--- config.mk ---
export PLATFORM = sky130hd
export DESIGN_NAME = pir_cell
export DESIGN_NICKNAME = d
export VERILOG_FILES = /design/src/hdl/positional_insert_remove_list_macros.svh /design/src/hdl/pir_pkg.sv /design/src/hdl/pir_cell.sv
export SDC_FILE = /design/constraint.sdc
export NUM_CORES = 1
export LEC_CHECK = 0
export BUFFER_PORTS_ARGS = -buffer_cell sky130_fd_sc_hd__buf_2
export CORE_MARGIN = 10
export CORE_UTILIZATION = 35
export DETAILED_ROUTE_END_ITERATION = 12
export HOLD_SLACK_MARGIN = 0.02
export PLACE_DENSITY_LB_ADDON = 0.15
export SLEW_MARGIN = 20
export SYNTH_ARGS = -nofsm -noshare
export SYNTH_HDL_FRONTEND = slang
export SYNTH_SLANG_ARGS = --single-unit
--- constraint.sdc ---
create_clock -name clk -period 3.6 [get_ports clk]
set_clock_uncertainty 0.05 [all_clocks]
set_input_delay 0.18 -clock clk [delete_from_list [all_inputs] [get_ports clk]]
set_output_delay 0.18 -clock clk [all_outputs]
set_load 0.1 [all_outputs]
--- src/hdl/positional_insert_remove_list_macros.svh ---
// assertion macros shared by the list rtl
`ifndef POSITIONAL_INSERT_REMOVE_LIST_MACROS_SVH
`define POSITIONAL_INSERT_REMOVE_LIST_MACROS_SVH

// same-cycle implication, checked outside reset
`define PIR_ASSERT_IMP(label, ante, cons, msg) \
    label: assert property (@(posedge clk) disable iff (!rst_n) (ante) |-> (cons)) \
        else $error(msg);

// next-cycle implication, checked outside reset
`define PIR_ASSERT_NXT(label, ante, cons, msg) \
    label: assert property (@(posedge clk) disable iff (!rst_n) (ante) |=> (cons)) \
        else $error(msg);

`endif

--- src/hdl/pir_pkg.sv ---
// shared types, constants and helper functions for the positional list
`timescale 1ns / 1ps

package pir_pkg;

    localparam int DATA_W       = 32;
    localparam int POS_W        = 8;
    localparam int ACT_W        = 2;
    localparam int STAT_W       = 2;
    localparam int OUT_CNT_W    = 8;
    localparam int CAPACITY_DEF = 128;
    localparam int FANIN        = 8;
    localparam int FANIN_LOG    = 3;

    typedef enum logic [ACT_W-1:0] {
        ACT_READ   = 2'd0,
        ACT_WRITE  = 2'd1,
        ACT_INSERT = 2'd2,
        ACT_REMOVE = 2'd3
    } action_t;

    typedef enum logic [STAT_W-1:0] {
        ST_OK     = 2'd0,
        ST_BADPOS = 2'd1,
        ST_FULL   = 2'd2
    } status_t;

    typedef enum logic [1:0] {
        CELL_HOLD   = 2'd0,
        CELL_WRITE  = 2'd1,
        CELL_INSERT = 2'd2,
        CELL_REMOVE = 2'd3
    } cell_op_t;

    // broadcast to every cell of the row
    typedef struct packed {
        cell_op_t                   op;
        logic [POS_W-1:0]           idx;
        logic signed [DATA_W-1:0]   value;
    } cell_ctl_t;

    // number of nodes at level k of the read-back or-tree
    function automatic int tree_size(input int n, input int k);
        int sh;
        sh = FANIN_LOG * k;
        return (n + (1 << sh) - 1) >> sh;
    endfunction

    // registered levels needed to fold n leaves down to one
    function automatic int tree_levels(input int n);
        int s;
        int l;
        s = n;
        l = 0;
        while (s > 1)
        begin
            s = (s + FANIN - 1) >> FANIN_LOG;
            l = l + 1;
        end
        return (l < 1) ? 1 : l;
    endfunction

endpackage

--- src/hdl/pir_cell.sv ---
// one storage cell of the list row, shifts with its neighbors
`timescale 1ns / 1ps

module pir_cell #(
    parameter int CAPACITY = pir_pkg::CAPACITY_DEF,
    parameter int INDEX    = 0
) (
    input  logic                                    clk,
    input  pir_pkg::cell_ctl_t                      ctl,
    input  logic [pir_pkg::POS_W-1:0]               rd_idx,
    input  logic signed [pir_pkg::DATA_W-1:0]       left_data,
    input  logic signed [pir_pkg::DATA_W-1:0]       right_data,
    output logic signed [pir_pkg::DATA_W-1:0]       data,
    output logic signed [pir_pkg::DATA_W-1:0]       rd_data
);
    import pir_pkg::*;

    localparam bit IS_LAST = (INDEX == CAPACITY - 1);

    logic signed [DATA_W-1:0] data_reg;
    logic signed [DATA_W-1:0] data_next;
    logic                     hit;
    logic                     above;
    logic                     rd_hit;

    // position compare against the broadcast index
    assign hit    = (INDEX == int'(ctl.idx));
    assign above  = (INDEX >  int'(ctl.idx));
    assign rd_hit = (INDEX == int'(rd_idx));

    // next entry: hold, take a new word, or shift from a neighbor
    always_comb
    begin
        data_next = data_reg;
        case (ctl.op)
            CELL_WRITE:
            begin
                if (hit)
                begin
                    data_next = ctl.value;
                end
            end
            CELL_INSERT:
            begin
                if (above)
                begin
                    data_next = left_data;
                end
                else if (hit)
                begin
                    data_next = ctl.value;
                end
            end
            CELL_REMOVE:
            begin
                if ((hit || above) && !IS_LAST)
                begin
                    data_next = right_data;
                end
            end
            default:
            begin
                data_next = data_reg;
            end
        endcase
    end

    // entry storage, contents undefined until written
    always_ff @(posedge clk)
    begin
        data_reg <= data_next;
    end

    assign data    = data_reg;
    assign rd_data = rd_hit ? data_reg : '0;

endmodule
* Word-level counts from Yosys, hierarchy flattened
Cells that the tools add are included.
** Word-level totals
- Output and inout port bits :: 64
- Register bits :: 32
- Logic and storage cells :: 15
- Input port bits :: 115
** Operators by class
- Multiplexer cells :: 4
- Eq/ne operators :: 5
- Reductions and logical operators :: 5
** Operators by type and width (count)
- two-way mux 32 bit :: 3
- one-hot mux 32 bit (2 select lines) :: 1
- logical NOT 8 bit :: 2
- == test 2 bit, second input constant :: 2
- AND reduction 3 bit :: 1
- == test 2 x 1 -> 1 bit, second input constant :: 1
- != test 2 x 1 -> 1 bit, second input constant :: 1
- != test 2 bit, second input constant :: 1
- nonzero test 2 bit :: 1
- OR reduction 2 bit :: 1

* Longest topological paths before layout
- Depth in word-level cells :: 4
- Depth in mapped cells :: 6

* Worst setup path before layout
No wires, ideal clock.
- Kind :: input to register
- Start :: in ctl[40] in the netlist's numbering
- End :: reg data_reg[0], in the netlist data[0], enable pin
- Data arrival time :: 2.197 ns
- Data required time :: 3.129 ns
- Path slack :: 0.932 ns
- Cell stages on the path :: 6
- Library setup time :: 0.421 ns
- Path through :: ha_1 -> clkbuf_1 -> buf_2 -> nor2_1 -> a21oi_1 -> nor2_1
** On the way
- Longest elaborated chain between the ends :: 4
** Ends and longest elaborated chain
- start: declaration :: RTL line pir_cell.sv:9 : input pir_pkg::cell_ctl_t ctl,
- == test 2 bit / == test 2 x 1 -> 1 bit (equally long branches) :: RTL line pir_cell.sv:35 : case (ctl.op)
- OR reduction 2 bit (no line)
- != test 2 x 1 -> 1 bit (no line) / nonzero test 2 bit (equally long branches)
- AND reduction 3 bit (no line) (*)
- end signal: assignment :: RTL line pir_cell.sv:71 : data_reg <= data_next;
- end: declaration :: RTL line pir_cell.sv:20 : logic signed [DATA_W-1:0] data_reg;
Every way passes the cells marked *; elsewhere a longest branch is shown, timed or not.
A chain may end at the register's enable or synchronous reset.

* Worst setup path after layout
- Start :: in rd_idx[5] in the netlist's numbering
- End :: out rd_data[26] in the netlist's numbering
** On the way
- Longest elaborated chain between the ends :: 2
** Ends and longest elaborated chain
- start: declaration :: RTL line pir_cell.sv:10 : input logic [pir_pkg::POS_W-1:0] rd_idx,
- logical NOT 8 bit :: RTL line pir_cell.sv:29 : assign rd_hit = (INDEX == int'(rd_idx));
- two-way mux 32 bit :: RTL line pir_cell.sv:75 : assign rd_data = rd_hit ? data_reg : '0;
- end: declaration :: RTL line pir_cell.sv:14 : output logic signed [pir_pkg::DATA_W-1:0] rd_data
Every way passes these cells.

==> impl_metrics.py <==
metrics = {
    "run_status": {
        "run_status": "completed",
    },
    "synthesis": {
        "postSynthCellCount": 115,
        "syn-num-nets": 232,
        "synthTopCellsByArea": "edfxtp_1 58%, mux2_2 22%, and2_1 12%, buf_6 2.0%, ha_1 1.5%",
        "yosysTopAreaCell": "edfxtp_1",
        "netlist-cell-type-count": 13,
        "synth-seq-area-share_pct": 57.7,
        "synth_top_cell_area_share_pct": 57.7,
        "mapped_avg_cell_area_um2": 14.5,
        "postSynthRegisterBits": 32,
        "synth.yosys.warnings": 0,
        "synth_cell_area_um2": 1670,
    },
    "clock_tree": {
        "tritoncts": "done",
        "cts_setup_buffers": 0,
        "cts_htree_levels": 2,
        "cts-root-buf": "clkbuf_8",
        "cts.sink_count": 32,
        "cts.repair.resized": 0,
        "cts.hold.buffers_added": 0,
        "cts_max_path_buffers": 2,
        "cts_inserted_buffers": 5,
        "cts.reportedPaths.clkPinSlew_ns": 0.07,
    },
    "sta": {
        "maxClockFrequency_ghz": 0.467,
        "timing.max_slew.rel_slack_pct": 40.3,
        "fraction_of_the_cycle_the_final_worst_path_needs_pct": 59.5,
        "drv_slew": 0,
        "finalWorstPathRequiredPeriod_ns": 2.14,
        "finalHoldViolations": 0,
        "report.final.setup_viol": 0,
        "setup-tns-final_ns": 0,
        "grt_setup_unrepaired": "false",
        "worst_pin_slew_ns": 0.893,
    },
    "detailed_routing": {
        "route.detailed.drc": 0,
        "finalWirelength_um": 5130,
        "firstDrtPassIters": 2,
        "average_wire_length_per_cell_after_detail_routing_um": 16.2,
        "number_of_vias_per_cell_after_detailed_routing": 4.52,
        "ant_nets": 0,
        "drt-initial-drc-count": 18,
        "route.vias.total": 1433,
    },
    "layout": {
        "synthToLayoutAreaGrowth_pct": 50.5,
        "layout.core_utilization_pct": 53.8,
        "final_nets": 379,
        "largest_reg_flops": 32,
        "final_layout_size_suffix_gt1_share_pct": 71.5,
        "insertedDiodeCount": 0,
    },
    "placement": {
        "numPortBuffers": 146,
        "gpl.final_weighted_congestion": 0.709,
        "hpwlAfterDp_um": 4160,
    },
    "floorplanning": {
        "floorplan.io_pins": 179,
        "chipHeight_um": 89.0,
        "rows": 25,
        "die_area_um2": 7920,
        "initial_core_util_pct": 35.7,
        "die_w_um": 89.0,
        "placeableCoreArea_um2": 4660,
    },
    "power_and_ir_drop": {
        "clockPowerShare_pct": 21.0,
        "worst_ir_drop_vdd_v": 0.000215,
        "power.sequential.fraction_pct": 39.8,
        "net-switching-power_mw": 0.529,
        "share_comb_of_total_power_pct": 39.1,
        "leakage_nw": 1.23,
        "power_switching_share_pct": 43.4,
        "power_report.internal_total_mw": 0.691,
        "power_density_nw_per_um2": 487,
    },
    "worst_setup_path": {
        "critPathMaxFanout": 32,
        "cp.required_ns": 3.37,
        "startpoint_type": "primary input",
        "criticalPathCategory": "primary input to output pin",
        "worst-endpoint-arrival_ns": 1.91,
        "endpoint_kind": "output pin",
    },
    "global_route": {
        "track_usage_pct": 12.4,
        "grt_antenna_before_repair": 0,
        "grt_pass1_vias": 1537,
        "grt_first_pass_wirelength_um": 7570,
        "total_overflow_reported_by_the_global_router": 0,
        "grt_start_max_net_pins": 34,
    },
    "hold_path": {
        "worst_hold_path.num_cells": 2,
        "hold_path.class": "primary input to register",
        "hold_path_end": "data[12]",
        "worst_hold_startpoint": "ctl[12]",
    },
    "run": {
        "drv.max_cap_violation_count": 0,
    },
}
==> routing by layer <==
| metal | share of wire, % | global-route usage (%) | wire length [µm] |
|---|---|---|---|
| met1 | 38 | 12.7 | 1940 |
| met2 | 49 | 21.3 | 2490 |
| met3 | 12 | 5.93 | 596 |
| met4 | 2.0 | 5.20 | 102 |
| met5 | 0 | 0 | 0 |
==> worst max-delay path: stages <==
cell,delay (ns)
buf_2,0.09
or4_4,0.53
nor2_4,0.46
and2_1,0.21
buf_2,0.43
==> layout by cell type (no fill, tap or decap), drive strengths merged <==
master	netlist	layout
edfxtp	32	32
nor4	2	2
clkbuf	1	7
or4	2	2
ha	2	2
a21oi	1	1
buf	6	147
inv	2	2
mux2	32	32
clkinv	0	1
nor2	3	3
and2	32	32
==> layout make-up <==
cell class,instances,area (µm²)
Multi-Input combinational cell,74,652
Fill cell,429,2150
Clock buffer,7,76.3
Clock inverter,1,3.75
Timing Repair Buffer,147,738
Inverter,2,7.51
Sequential cell,32,961
Tap cell,54,67.6
==> cell usage after synthesis <==
| master | number |
|---|---|
| inv_1 | 2 |
| a21oi_1 | 1 |
| clkbuf_1 | 1 |
| ha_1 | 2 |
| buf_6 | 3 |
| edfxtp_1 | 32 |
| nor4_1 | 2 |
| mux2_2 | 32 |
| or4_4 | 2 |
| nor2_4 | 1 |
| buf_2 | 3 |
| nor2_1 | 2 |
| and2_1 | 32 |
==> metrics by stage <==
step | power (mW) | hold WS (ns) | worst slack, ns | cell area (µm²) | instances
floorplan | 0.875 | 0.350 | 0.932 | 1670 | 115
global route | 1.27 | 0.136 | 1.29 | 2510 | 317
detailed placement | 0.975 | 0.435 | 1.41 | 2430 | 309
finish | 1.22 | 0.148 | 1.46 | 2510 | 317
CTS | 1.24 | 0.135 | 1.41 | 2510 | 317
global placement | 0.972 | 0.432 | 1.42 | 2430 | 309
==> cells by family (layout without fill, tap and decap cells) <==
kind of cell / count (synthesis) / in the layout / share of synthesized area [%]
muxes: 32 / 32 / 21.6
buffers and inverters: 9 / 157 / 3.61
DFF: 32 / 32 / 57.7
AOI/OAI and AO/OA: 1 / 1 / 0.300
and+or+nand+nor: 39 / 39 / 15.3
adders and majority gates: 2 / 2 / 1.50
==> power by group through the flow <==
stage	clock network, mW	logic, mW	registers, mW
detailed placement	0	0.481	0.494
global route	0.282	0.493	0.493
floorplan	0	0.0565	0.819
finish	0.256	0.478	0.486
global placement	0	0.479	0.493
CTS	0.269	0.482	0.488
==> how the worst max path moves through the flow <==
stage / start / to / slack [ns]
floorplan: ctl[40] / data[0] / 0.93
global placement: ctl[40] / data[6] / 1.42
detailed placement: rd_idx[5] / rd_data[26] / 1.41
CTS: rd_idx[5] / rd_data[26] / 1.41
global route: rd_idx[5] / rd_data[14] / 1.29
finish: rd_idx[5] / rd_data[26] / 1.46
No activity file was read; power rests on OpenSTA's default activity.
